<file path="src/hdl/llcsnap_pkg.sv">
// LLC/SNAP header parser: shared types and constants.
// Used by llcsnap_parse, llcsnap_queue and llc_snap_header_parser_core.
`default_nettype none

package llcsnap_pkg;

    localparam logic [7:0]  SNAP_SAP   = 8'hAA;
    localparam logic [15:0] TYPE_EAPOL = 16'h888E;
    localparam logic [15:0] TYPE_IPV4  = 16'h0800;

    localparam logic        KIND_HDR     = 1'b0;
    localparam logic        KIND_PAYLOAD = 1'b1;

    localparam logic [1:0]  FMT_INFO  = 2'd0;
    localparam logic [1:0]  FMT_SUPER = 2'd1;
    localparam logic [1:0]  FMT_UNNUM = 2'd2;

    localparam logic [1:0]  CLASS_OTHER = 2'd0;
    localparam logic [1:0]  CLASS_EAPOL = 2'd1;
    localparam logic [1:0]  CLASS_IPV4  = 2'd2;

    localparam int unsigned QUEUE_DEPTH = 4;

    typedef struct packed {
        logic        kind;
        logic [7:0]  dsap;
        logic [7:0]  ssap;
        logic [15:0] control_word;
        logic [1:0]  frame_format;
        logic        snap_flag;
        logic [23:0] snap_oui;
        logic [15:0] snap_pid;
        logic [1:0]  protocol_class;
        logic [7:0]  payload_byte;
        logic        last_flag;
        logic        truncated;
    } result_t;

    typedef struct packed {
        logic emit;
        logic header_done;
    } parse_status_t;

endpackage

`default_nettype wire

</file>
<file path="src/hdl/llcsnap_parse.sv">
// Front end: takes frame bytes, tracks header fields, forms result items.
// Depends on llcsnap_pkg.
`default_nettype none

module llcsnap_parse
    import llcsnap_pkg::*;
(
    input  wire logic          clk,
    input  wire logic          rst_n,
    input  wire logic          accept,
    input  wire logic [7:0]    data_byte,
    input  wire logic          frame_end,
    output result_t            result,
    output parse_status_t      status
);

    logic [3:0]  pos_reg, pos_next;
    logic        hdr_done_reg, hdr_done_next;
    logic [7:0]  dsap_reg, dsap_next;
    logic [7:0]  ssap_reg, ssap_next;
    logic [15:0] ctrl_reg, ctrl_next;
    logic        two_reg, two_next;
    logic [1:0]  fmt_reg, fmt_next;
    logic [23:0] org_reg, org_next;
    logic [15:0] type_reg, type_next;

    logic [3:0]  org_start;
    logic [3:0]  k;
    logic [3:0]  pos_inc;
    logic [3:0]  hlen;
    logic        snap;
    logic        complete;
    logic        clear;

    always_comb
    begin
        dsap_next = dsap_reg;
        ssap_next = ssap_reg;
        ctrl_next = ctrl_reg;
        two_next  = two_reg;
        fmt_next  = fmt_reg;
        org_next  = org_reg;
        type_next = type_reg;
        org_start = two_reg ? 4'd4 : 4'd3;
        k         = pos_reg - org_start;

        if (pos_reg == 4'd0)
        begin
            dsap_next = data_byte;
        end
        else if (pos_reg == 4'd1)
        begin
            ssap_next = data_byte;
        end
        else if (pos_reg == 4'd2)
        begin
            ctrl_next = {8'h00, data_byte};
            case (data_byte[1:0]) inside
                2'b00, 2'b10:
                begin
                    two_next = 1'b1;
                    fmt_next = FMT_INFO;
                end
                2'b01:
                begin
                    two_next = 1'b1;
                    fmt_next = FMT_SUPER;
                end
                default:
                begin
                    two_next = 1'b0;
                    fmt_next = FMT_UNNUM;
                end
            endcase
        end
        else if (pos_reg == 4'd3 && two_reg)
        begin
            ctrl_next = ctrl_reg | {data_byte, 8'h00};
        end
        else if (pos_reg >= org_start)
        begin
            case (k)
                4'd0:    org_next  = org_reg | {data_byte, 16'h0000};
                4'd1:    org_next  = org_reg | {8'h00, data_byte, 8'h00};
                4'd2:    org_next  = org_reg | {16'h0000, data_byte};
                4'd3:    type_next = type_reg | {data_byte, 8'h00};
                4'd4:    type_next = type_reg | {8'h00, data_byte};
                default: ;
            endcase
        end

        pos_inc  = (pos_reg < 4'd15) ? pos_reg + 4'd1 : pos_reg;
        snap     = (pos_inc >= 4'd2) && (dsap_next == SNAP_SAP) && (ssap_next == SNAP_SAP);
        hlen     = 4'd2 + (two_next ? 4'd2 : 4'd1) + (snap ? 4'd5 : 4'd0);
        complete = (pos_inc >= 4'd3) && (pos_inc == hlen);
    end

    // result item
    always_comb
    begin
        result = '0;
        if (hdr_done_reg)
        begin
            result.kind         = KIND_PAYLOAD;
            result.payload_byte = data_byte;
            result.last_flag    = frame_end;
        end
        else
        begin
            result.kind         = KIND_HDR;
            result.dsap         = dsap_next;
            result.ssap         = ssap_next;
            result.control_word = ctrl_next;
            result.frame_format = fmt_next;
            result.snap_flag    = snap;
            result.snap_oui     = snap ? org_next : 24'h000000;
            result.snap_pid     = snap ? type_next : 16'h0000;
            if (snap && complete && type_next == TYPE_EAPOL)
                result.protocol_class = CLASS_EAPOL;
            else if (snap && complete && type_next == TYPE_IPV4)
                result.protocol_class = CLASS_IPV4;
            else
                result.protocol_class = CLASS_OTHER;
            result.last_flag    = frame_end;
            result.truncated    = !complete;
        end
        status.emit        = hdr_done_reg || complete || frame_end;
        status.header_done = hdr_done_reg;
    end

    assign clear         = frame_end;
    assign hdr_done_next = hdr_done_reg || complete;

    always_ff @(posedge clk or negedge rst_n)
    begin
        if (!rst_n)
        begin
            pos_reg      <= '0;
            hdr_done_reg <= 1'b0;
            dsap_reg     <= '0;
            ssap_reg     <= '0;
            ctrl_reg     <= '0;
            two_reg      <= 1'b0;
            fmt_reg      <= '0;
            org_reg      <= '0;
            type_reg     <= '0;
        end
        else if (accept)
        begin
            if (clear)
            begin
                pos_reg      <= '0;
                hdr_done_reg <= 1'b0;
                dsap_reg     <= '0;
                ssap_reg     <= '0;
                ctrl_reg     <= '0;
                two_reg      <= 1'b0;
                fmt_reg      <= '0;
                org_reg      <= '0;
                type_reg     <= '0;
            end
            else if (!hdr_done_reg)
            begin
                pos_reg      <= pos_inc;
                hdr_done_reg <= hdr_done_next;
                dsap_reg     <= dsap_next;
                ssap_reg     <= ssap_next;
                ctrl_reg     <= ctrl_next;
                two_reg      <= two_next;
                fmt_reg      <= fmt_next;
                org_reg      <= org_next;
                type_reg     <= type_next;
            end
        end
    end

endmodule

`default_nettype wire

</file>
<file path="src/hdl/llcsnap_queue.sv">
// Back end: short result queue between parser and the result ports.
// Depends on llcsnap_pkg.
`default_nettype none

module llcsnap_queue
    import llcsnap_pkg::*;
#(
    parameter int unsigned DEPTH = QUEUE_DEPTH
)
(
    input  wire logic    clk,
    input  wire logic    rst_n,
    input  wire logic    wr_en,
    input  wire result_t wr_data,
    input  wire logic    rd_en,
    output result_t      rd_data,
    output logic         full,
    output logic         empty,
    output logic [$clog2(DEPTH+1)-1:0] level
);

    localparam int unsigned PW = (DEPTH > 1) ? $clog2(DEPTH) : 1;
    localparam int unsigned CW = $clog2(DEPTH + 1);
    localparam logic [PW-1:0] LAST_IDX = PW'(DEPTH - 1);

    result_t       store [DEPTH];
    logic [PW-1:0] wr_ptr_reg, wr_ptr_next;
    logic [PW-1:0] rd_ptr_reg, rd_ptr_next;
    logic [CW-1:0] count_reg, count_next;
    logic          do_wr, do_rd;

    assign full  = (count_reg == CW'(DEPTH));
    assign empty = (count_reg == '0);
    assign level = count_reg;
    assign do_wr = wr_en && !full;
    assign do_rd = rd_en && !empty;
    assign rd_data = store[rd_ptr_reg];

    always_comb
    begin
        wr_ptr_next = wr_ptr_reg;
        rd_ptr_next = rd_ptr_reg;
        count_next  = count_reg;
        if (do_wr)
            wr_ptr_next = (wr_ptr_reg == LAST_IDX) ? '0 : wr_ptr_reg + PW'(1);
        if (do_rd)
            rd_ptr_next = (rd_ptr_reg == LAST_IDX) ? '0 : rd_ptr_reg + PW'(1);
        if (do_wr && !do_rd)
            count_next = count_reg + CW'(1);
        else if (do_rd && !do_wr)
            count_next = count_reg - CW'(1);
    end

    always_ff @(posedge clk)
    begin
        if (do_wr)
            store[wr_ptr_reg] <= wr_data;
    end

    always_ff @(posedge clk or negedge rst_n)
    begin
        if (!rst_n)
        begin
            wr_ptr_reg <= '0;
            rd_ptr_reg <= '0;
            count_reg  <= '0;
        end
        else
        begin
            wr_ptr_reg <= wr_ptr_next;
            rd_ptr_reg <= rd_ptr_next;
            count_reg  <= count_next;
        end
    end

endmodule

`default_nettype wire

</file>
<file path="src/hdl/llc_snap_header_parser_core.sv">
// Top level of the 802.2 LLC/SNAP header parser: parser front end plus result queue.
// Depends on llcsnap_pkg, llcsnap_parse and llcsnap_queue.
//
// Frame bytes are pushed one per clock. Each accepted byte is parsed in the cycle
// it is taken and yields zero or one result item, written straight into a
// QUEUE_DEPTH-entry queue; if it was empty, a result is at the ports the cycle after
// its byte was accepted. The block takes one byte every cycle as long as the queue
// has room, so it sustains one item per clock while results are popped at that rate;
// full rises only once QUEUE_DEPTH results are waiting. Header bytes produce a single
// descriptor item when the header completes (or a truncated one when the frame ends
// early); every byte after the header produces a payload item.
`default_nettype none

module llc_snap_header_parser_core
    import llcsnap_pkg::*;
#(
    parameter int unsigned QUEUE_DEPTH_P = QUEUE_DEPTH
)
(
    input  wire logic        clk,
    input  wire logic        rst_n,
    input  wire logic        push,
    output logic             full,
    input  wire logic [7:0]  data_byte,
    input  wire logic        frame_end,
    output logic             empty,
    input  wire logic        pop,
    output logic             kind,
    output logic [7:0]       dsap,
    output logic [7:0]       ssap,
    output logic [15:0]      control_word,
    output logic [1:0]       frame_format,
    output logic             snap_flag,
    output logic [23:0]      snap_oui,
    output logic [15:0]      snap_pid,
    output logic [1:0]       protocol_class,
    output logic [7:0]       payload_byte,
    output logic             last_flag,
    output logic             truncated
);

    localparam int unsigned CW = $clog2(QUEUE_DEPTH_P + 1);

    result_t         parse_result;
    result_t         head;
    parse_status_t   status;
    logic            in_accept;
    logic [CW-1:0]   level;

    assign in_accept = push && !full;

    llcsnap_parse u_parse (
        .clk       (clk),
        .rst_n     (rst_n),
        .accept    (in_accept),
        .data_byte (data_byte),
        .frame_end (frame_end),
        .result    (parse_result),
        .status    (status)
    );

    llcsnap_queue #(
        .DEPTH (QUEUE_DEPTH_P)
    ) u_queue (
        .clk     (clk),
        .rst_n   (rst_n),
        .wr_en   (in_accept && status.emit),
        .wr_data (parse_result),
        .rd_en   (pop),
        .rd_data (head),
        .full    (full),
        .empty   (empty),
        .level   (level)
    );

    assign kind           = head.kind;
    assign dsap           = head.dsap;
    assign ssap           = head.ssap;
    assign control_word   = head.control_word;
    assign frame_format   = head.frame_format;
    assign snap_flag      = head.snap_flag;
    assign snap_oui       = head.snap_oui;
    assign snap_pid       = head.snap_pid;
    assign protocol_class = head.protocol_class;
    assign payload_byte   = head.payload_byte;
    assign last_flag      = head.last_flag;
    assign truncated      = head.truncated;

    a_level_bound: assert property (@(posedge clk) disable iff (!rst_n)
        level <= CW'(QUEUE_DEPTH_P))
        else $error("queue level above depth");

    a_payload_emits: assert property (@(posedge clk) disable iff (!rst_n)
        (in_accept && status.header_done) |-> status.emit)
        else $error("payload byte produced no item");

    a_hdr_sets_done: assert property (@(posedge clk) disable iff (!rst_n)
        (in_accept && !status.header_done && status.emit && !parse_result.truncated
         && !frame_end) |=> status.header_done)
        else $error("complete header did not enter payload phase");

    a_truncated_last: assert property (@(posedge clk) disable iff (!rst_n)
        (in_accept && status.emit && parse_result.truncated) |-> parse_result.last_flag)
        else $error("truncated descriptor without last flag");

endmodule

`default_nettype wire

</file>
<file path="config.mk">
export PLATFORM = sky130hd
export DESIGN_NAME = llc_snap_header_parser_core
export DESIGN_NICKNAME = d
export VERILOG_FILES = /design/src/hdl/llcsnap_pkg.sv /design/src/hdl/llcsnap_parse.sv /design/src/hdl/llcsnap_queue.sv /design/src/hdl/llc_snap_header_parser_core.sv
export SDC_FILE = /design/constraint.sdc
export NUM_CORES = 1
export LEC_CHECK = 0
export ABC_CLOCK_PERIOD_IN_PS = 6300
export BUFFER_PORTS_ARGS = -buffer_cell sky130_fd_sc_hd__buf_2
export CAP_MARGIN = 0
export CORE_AREA = 2 2 181 183
export CTS_BUF_LIST = sky130_fd_sc_hd__clkbuf_8
export CTS_CLUSTER_SIZE = 16
export DETAILED_ROUTE_END_ITERATION = 8
export DIE_AREA = 0 0 183 185
export PLACE_DENSITY = 0.8
export RECOVER_POWER = 100
export SKIP_CTS_REPAIR_TIMING = 1
export SYNTH_ARGS = -nofsm -noshare
export SYNTH_HDL_FRONTEND = slang
export SYNTH_SLANG_ARGS = --single-unit
</file>
<file path="constraint.sdc">
create_clock -name clk -period 6.3 [get_ports clk]
set_input_delay 0 -clock clk [delete_from_list [all_inputs] [get_ports clk]]
set_output_delay 0 -clock clk [all_outputs]
set_load 0.02 [all_outputs]
</file>
==> results of run 1 <==
final timing paths:
path	from	end	slack, ps
setup / recovery	u_parse.pos_reg[0]	u_queue.store[3][44]	380
hold / removal	pop	u_queue.rd_ptr_reg[0]	390
setup reg to reg	u_parse.pos_reg[0]	u_queue.store[3][44]	380
hold reg to reg	u_parse.org_reg[4]	u_parse.org_reg[4]	500
max in group asynchronous	rst_n	u_parse.dsap_reg[0]	2150
min in group asynchronous	rst_n	u_queue.level[0]	440
layout by cell type, fill, tap and decap left out, types with 9 or more instances in the layout:
master         instances
nor3_1                 9
inv_1                 34
dlygate4sd3_1         13
dfrtp_1               86
mux2i_1               12
clkbuf_1              96
mux4_2                88
nor2_1                98
nand2_1               62
a21oi_1               99
and2_0                19
clkbuf_8              82
buf_2                 11
o21ai_0               21
a32o_1                 9
clkinv_1              11
a22o_1                31
a22oi_1                9
edfxtp_1             352
ha_1                  15
kinds of logic (layout without fill, tap and decap cells):
logic type	count (synthesis)	count (layout)	synth area share [%]
fa+ha+maj	17	17	1.27
compound gates	191	191	6.82
simple gates	238	238	6.36
flops	439	439	71.2
xor+xnor	6	6	0.294
mux	105	105	12.2
buf+inv	84	279	1.85
final cells by class:
| type | instances | area (µm²) | share of cell area (%) |
|---|---|---|---|
| Clock inverter | 47 | 294 | 1.45 |
| Multi-Input combinational cell | 557 | 4810 | 23.8 |
| Sequential cell | 439 | 12800 | 63.1 |
| Tap cell | 408 | 510 | 2.52 |
| Inverter | 14 | 52.6 | 0.260 |
| Timing Repair Buffer | 136 | 674 | 3.33 |
| Clock buffer | 82 | 1130 | 5.58 |
layer usage:
layer	global-route usage [%]	vias up	wire length [µm]
met5	0	-	0
met4	7.68	0	948
met3	4.40	79	2170
met2	36.2	432	18500
met1	29.9	5258	15000
li1	-	4491	-
worst register-to-register path: cells and delay by family (launching register included):
family | cells | cell delay (ps)
muxes | 1 | 350
buffers and inverters | 2 | 690
adders and majority gates | 2 | 630
DFF | 1 | 560
AOI/OAI and AO/OA | 5 | 1450
and+or+nand+nor | 4 | 1650
xor gates and xnor gates | 1 | 210
report_power, final:
part | switching [mW] | internal [mW]
Sequential | 0.252 | 3.74
Clock | 1.08 | 1.32
Combinational | 1.74 | 1.04
Total | 3.07 | 6.11
metrics by stage:
| stage | area [µm²] | hold WS, ps |
|---|---|---|
| global route | 20200 | 416 |
| detailed placement | 18900 | -177 |
| CTS | 20300 | -808 |
| finish | 20200 | 388 |
| global placement | 18900 | -177 |
| floorplan | 17900 | -296 |
==> flow_summary.json, run 1 <==
{
  "critical_path_arrival_ps": 6130,
  "ys_warn_count": 0,
  "finalPower_mw": 9.18,
  "coreArea_mm2": 0.0320,
  "path_max_fanout": 18,
  "areaGrowthSynthToFinish_pct": 13.0,
  "setup_viol": 0,
  "path_clk_slew_ps": 60,
  "synth_area_leaders": "edfxtp_1 (59%), dfrtp_1 (12%), mux4_2 (11%)",
  "synth_commonest_cells": "edfxtp_1 (352), a21oi_1 (99), nor2_1 (98)",
  "routed_via_density": 6.10,
  "root_buffer": "clkbuf_8",
  "synth_edf_count": 352,
  "rows": 66,
  "dr.pass1.iters": 5,
  "antenna_left": 0,
  "failed_checks": "max-capacitance violations, max-slew violations",
  "drive_gt1_share_pct": 17.7,
  "dieWidth_um": 183,
  "synth_most_common_cell": "edfxtp_1",
  "hold_depth": 4,
  "layout.cells.non_filler": 1683,
  "cpPeakStageDelay_ps": 810,
  "crit_required_ps": 6510,
  "setup_tns_ps": 0,
  "ios": 103,
  "cap_violations": 5,
  "n_fill_cell": 2284,
  "status": "finished with violations",
  "cp-end-kind": "flop",
  "cts_buffer_depth": 3,
  "nets": 1249,
  "grt_pass1_wl_um": 57100,
  "syn_inst": 1080,
  "wl_per_cell_um": 21.7,
  "critPathMostFrequentCell": "ha_1",
  "cts_tree": "yes",
  "grt_usage_pct": 22.1,
  "globalplace.congestion": 0.888,
  "netlist.top_cell.by_area": "edfxtp_1",
  "cts-buffers-inserted": 71,
  "path_buf_inv": 2,
  "fin_util_pct": 63.1,
  "fin_crit_ps": 5920,
  "antenna_found_initial": 0,
  "clkSinkCount": 439,
  "worst_setup_path_start_kind": "flop",
  "leakagePower_nw": 7.15,
  "rsz0062_at_grt": "no",
  "critical_path_depth": 15,
  "grt_max_degree": 89,
  "vias": 10260,
  "numPortBuffers": 102,
  "crit_family": "simple AND/OR/NAND/NOR gates",
  "synth_area_mm2": 0.0179,
  "die_h_um": 185,
  "dpl.hpwl_um": 21900,
  "yosysSeqAreaShare_pct": 71.2,
  "synth_flop_cell": "edfxtp_1",
  "drv_slew": 228,
  "drc": 0,
  "h-tree-depth": 3,
  "wl_um": 36600,
  "syn_nets": 1110,
  "period_share_pct": 94.0,
  "setup_ws_ps": 377,
  "hold_path.class": "in2reg",
  "grt_pass1_vias": 10328,
  "rr_worst_depth": 15,
  "tightest_slew_ps": 4360,
  "critPathKind": "reg2reg",
  "clock.fmax_mhz": 169,
  "critPathSlowestCell": "nor4b_4",
  "dp_slack_ps": 585,
  "n_antenna_cell": 0,
  "hold_viol_final": 0,
  "final.setup_skew_ps": 24.1,
  "initial_utilization_pct": 55.8,
  "synth_top_area_share_pct": 59.1,
  "first_iter_violations": 921,
  "place_inst": 1541,
  "synthArstFlopShare_pct": 19.8,
  "syn_area_per_cell_um2": 16.6,
  "power_density_mw_per_mm2": 454,
  "path_cells": "inv_1, ha_1, nor4b_4, mux2i_1, nand4b_1, or3_1, ha_1, xnor2_1, a31o_2, a22oi_1, a2111oi_0, o211a_1, o31a_4, and2_4, clkbuf_2",
  "largest_reg_flops": 352,
  "worst_skew_pair.late_latency_ps": 590,
  "synth_seq_cells": 439,
  "die_area_mm2": 0.0339,
  "overflow": 0,
  "slew_headroom_pct": -191,
  "yosysUniqueCellTypes": 65,
  "ir_drop_v": 0.000309
}
No activity file was read; power rests on OpenSTA's default activity.
==> run 2, diff against run 1 <==
--- a/config.mk
+++ b/config.mk
@@ -5,14 +5,15 @@
 export SDC_FILE = /design/constraint.sdc
 export NUM_CORES = 1
 export LEC_CHECK = 0
-export ABC_CLOCK_PERIOD_IN_PS = 6300
+export ABC_AREA = 1
+export ABC_CLOCK_PERIOD_IN_PS = 7100
 export BUFFER_PORTS_ARGS = -buffer_cell sky130_fd_sc_hd__buf_2
 export CAP_MARGIN = 0
-export CORE_AREA = 2 2 181 183
+export CORE_AREA = 2 2 179 181
 export CTS_BUF_LIST = sky130_fd_sc_hd__clkbuf_8
 export CTS_CLUSTER_SIZE = 16
 export DETAILED_ROUTE_END_ITERATION = 8
-export DIE_AREA = 0 0 183 185
+export DIE_AREA = 0 0 181 183
 export PLACE_DENSITY = 0.8
 export RECOVER_POWER = 100
 export SKIP_CTS_REPAIR_TIMING = 1
==> constraint.sdc (replaced) <==
create_clock -name clk -period 7.1 [get_ports clk]
set_input_delay 0 -clock clk [delete_from_list [all_inputs] [get_ports clk]]
set_output_delay 0 -clock clk [all_outputs]
set_load 0.02 [all_outputs]
==> run 2 against run 1 <==
Compared with the run above: the run ends with negative hold slack, max-capacitance violations, max-slew violations left; global-route usage increased by 3.9 points; via count increased by 25%; register-to-register slack improved by 880 ps; area after synthesis increased by 2.1%; sequential share of layout area decreased by 0.51 points; die area decreased by 2.2%; worst hold slack got worse by 400 ps; non-clock buffer count decreased by 1; clock-buffer cell count decreased by 7; first-iteration DRC count increased by 41%; largest cell class unchanged; largest power group unchanged.
==> flow_summary.json, run 2 <==
{
  "period_share_pct": 82.3,
  "design_area_mm2": 0.0204,
  "root_buffer": "clkbuf_8",
  "initial_utilization_pct": 58.5,
  "synth_area_mm2": 0.0183,
  "largest_reg_flops": 352,
  "ios": 103,
  "coreArea_mm2": 0.0312,
  "synth_most_common_cell": "edfxtp_1",
  "dpl.hpwl_um": 25600,
  "power_density_mw_per_mm2": 427,
  "final_common_cell": "edfxtp_1",
  "grt_pass1_vias": 12565,
  "routed_via_density": 5.93,
  "globalplace.congestion": 0.939,
  "syn_nets": 1619,
  "first_iter_violations": 1300,
  "synth_commonest_cells": "edfxtp_1 (352), nor2_1 (283), o21ai_0 (215)",
  "hold_viol_final": 4,
  "cts_tree": "yes",
  "synth_edf_count": 352,
  "critPathKind": "reg2reg",
  "ir_drop_v": 0.000222,
  "numPortBuffers": 102,
  "hold_path.class": "in2reg",
  "dieWidth_um": 181,
  "setup_tns_ps": 0,
  "wl_per_cell_um": 19.7,
  "vias": 12834,
  "synthArstFlopShare_pct": 19.8,
  "n_fill_cell": 2294,
  "fin_crit_ps": 5850,
  "syn_area_per_cell_um2": 11.5,
  "critical_path_arrival_ps": 6070,
  "path_clk_slew_ps": 60,
  "drc": 0,
  "yosysSeqAreaShare_pct": 69.8,
  "slew_headroom_pct": -181,
  "synth_flop_cell": "edfxtp_1",
  "status": "finished with violations",
  "cpPeakStageDelay_ps": 1350,
  "critPathSlowestCell": "nor2_1",
  "layout.cells.non_filler": 2163,
  "clkSinkCount": 439,
  "overflow": 0,
  "die_area_mm2": 0.0331,
  "setup_viol": 0,
  "crit_required_ps": 7320,
  "path_max_fanout": 21,
  "critPathMostFrequentCell": "nor2_1",
  "antenna_left": 0,
  "h-tree-depth": 3,
  "mostFrequentLayoutCells": "edfxtp_1 (352), nor2_1 (281), o21ai_0 (215)",
  "rsz0062_at_grt": "no",
  "cp-end-kind": "flop",
  "grt_usage_pct": 26.0,
  "n_antenna_cell": 0,
  "grt_pass1_wl_um": 67000,
  "leakagePower_nw": 7.54,
  "wl_um": 42700,
  "ys_warn_count": 0,
  "fin_util_pct": 65.3,
  "synth_top_area_share_pct": 57.9,
  "cts_buffer_depth": 3,
  "areaGrowthSynthToFinish_pct": 11.6,
  "path_cells": "nor2_1, nand3_2, nand2_1, nand2_1, nor2_1, nand2_1, nor2_1, nand2_1, ha_1, inv_1, nor2_1, nor2_1, nand3_1, nor2_1, nand3_1, nand3_2, nand2_2, nor2_4, clkbuf_1",
  "antenna_found_initial": 1,
  "nets": 1736,
  "clock.fmax_mhz": 171,
  "netlist.top_cell.by_area": "edfxtp_1",
  "failed_checks": "negative hold slack, max-capacitance violations, max-slew violations",
  "whs_ps": -16.2,
  "drive_gt1_share_pct": 8.01,
  "synth_area_leaders": "edfxtp_1 (58%), dfrtp_1 (12%), o21ai_0 (5.9%)",
  "drv_slew": 267,
  "cap_violations": 5,
  "postPlaceCellArea_mm2": 0.0192,
  "syn_inst": 1589,
  "final.setup_skew_ps": 20.4,
  "r2r_slack_ps": 1250,
  "cts-buffers-inserted": 69,
  "worst_setup_path_start_kind": "flop",
  "place_inst": 2025,
  "die_h_um": 183,
  "rows": 65,
  "worst_skew_pair.late_latency_ps": 610,
  "dr.pass1.iters": 5,
  "finalPower_mw": 8.70,
  "grt_max_degree": 102,
  "tightest_slew_ps": 4210,
  "synth_seq_cells": 439,
  "yosysUniqueCellTypes": 41
}
## run 2: changes by cell type after synthesis, moves of 12 or more
cell     before  now
mux2i_1      12    0
a21oi_1      99   74
nand4_1       1   13
nand2_1      62  152
buf_2         1   17
o21ai_0      20  215
o22ai_1       1   97
mux4_2       88    0
and2_1       21    0
nand3_1       5   33
inv_1        13  105
a22o_1       31    8
nor2_1       98  283
## run 2: cell type report
type	instances	area, µm²	share of cell area [%]
flip-flops and latches	439	12800	62.5
multi-input cells	950	4750	23.3
clock buffers	75	1030	5.06
repair buffers	135	691	3.39
well taps	402	503	2.47
inverters	111	420	2.06
clock inverters	51	243	1.19
## run 2: worst max-delay path: cells and delay by family (launching register included)
family	cells	cell delay, ps
fa+ha+maj	1	320
flops	1	460
buf+inv	2	730
simple gates	16	3960
## run 2: kinds of logic (layout without fill, tap and decap cells)
group | count (synthesis) | count (layout) | share of synthesized area (%)
AOI/OAI and AO/OA | 417 | 417 | 12.5
xor gates and xnor gates | 6 | 6 | 0.288
adders and majority gates | 17 | 17 | 1.25
buffers and inverters | 200 | 372 | 4.33
DFF | 439 | 439 | 69.8
muxes | 1 | 1 | 0.0617
and+or+nand+nor | 509 | 509 | 11.7
## run 2: power by group
| part | switching (mW) | leakage, nW | total (mW) | internal, mW |
|---|---|---|---|---|
| logic | 2.40 | 2.27 | 3.22 | 0.822 |
| registers | 0.190 | 4.51 | 3.51 | 3.32 |
| clock network | 0.951 | 0.753 | 1.96 | 1.01 |
| total | 3.54 | 7.54 | 8.70 | 5.16 |
## run 2: final timing paths
check / from / end / depth (start not counted)
setup / recovery: u_parse.pos_reg[2] / u_queue.store[2][69] / 19
hold / removal: data_byte[0] / u_queue.store[2][2] / 3
setup reg to reg: u_parse.pos_reg[2] / u_queue.store[2][69] / 19
hold reg to reg: u_parse.org_reg[0] / u_parse.org_reg[0] / 2
max in group asynchronous: rst_n / u_queue.rd_ptr_reg[0] / 3
min in group asynchronous: rst_n / u_parse.type_reg[8] / 3
## run 2: through the flow
step | hold slack (ps) | worst slack [ps]
after global placement | -137 | 2150
final | -16.2 | 1250
after detailed placement | -132 | 2020
after CTS | -768 | 1980
after floorplan | -296 | 176
after global routing | 11.5 | 797
## run 2: per-layer routing
metal	wire length (µm)	part of all wire, %	global-route usage [%]
met4	1240	2.9	11.3
met2	20700	48	42.2
met1	17400	41	35.3
met5	0	0	0
met3	3350	7.9	4.39
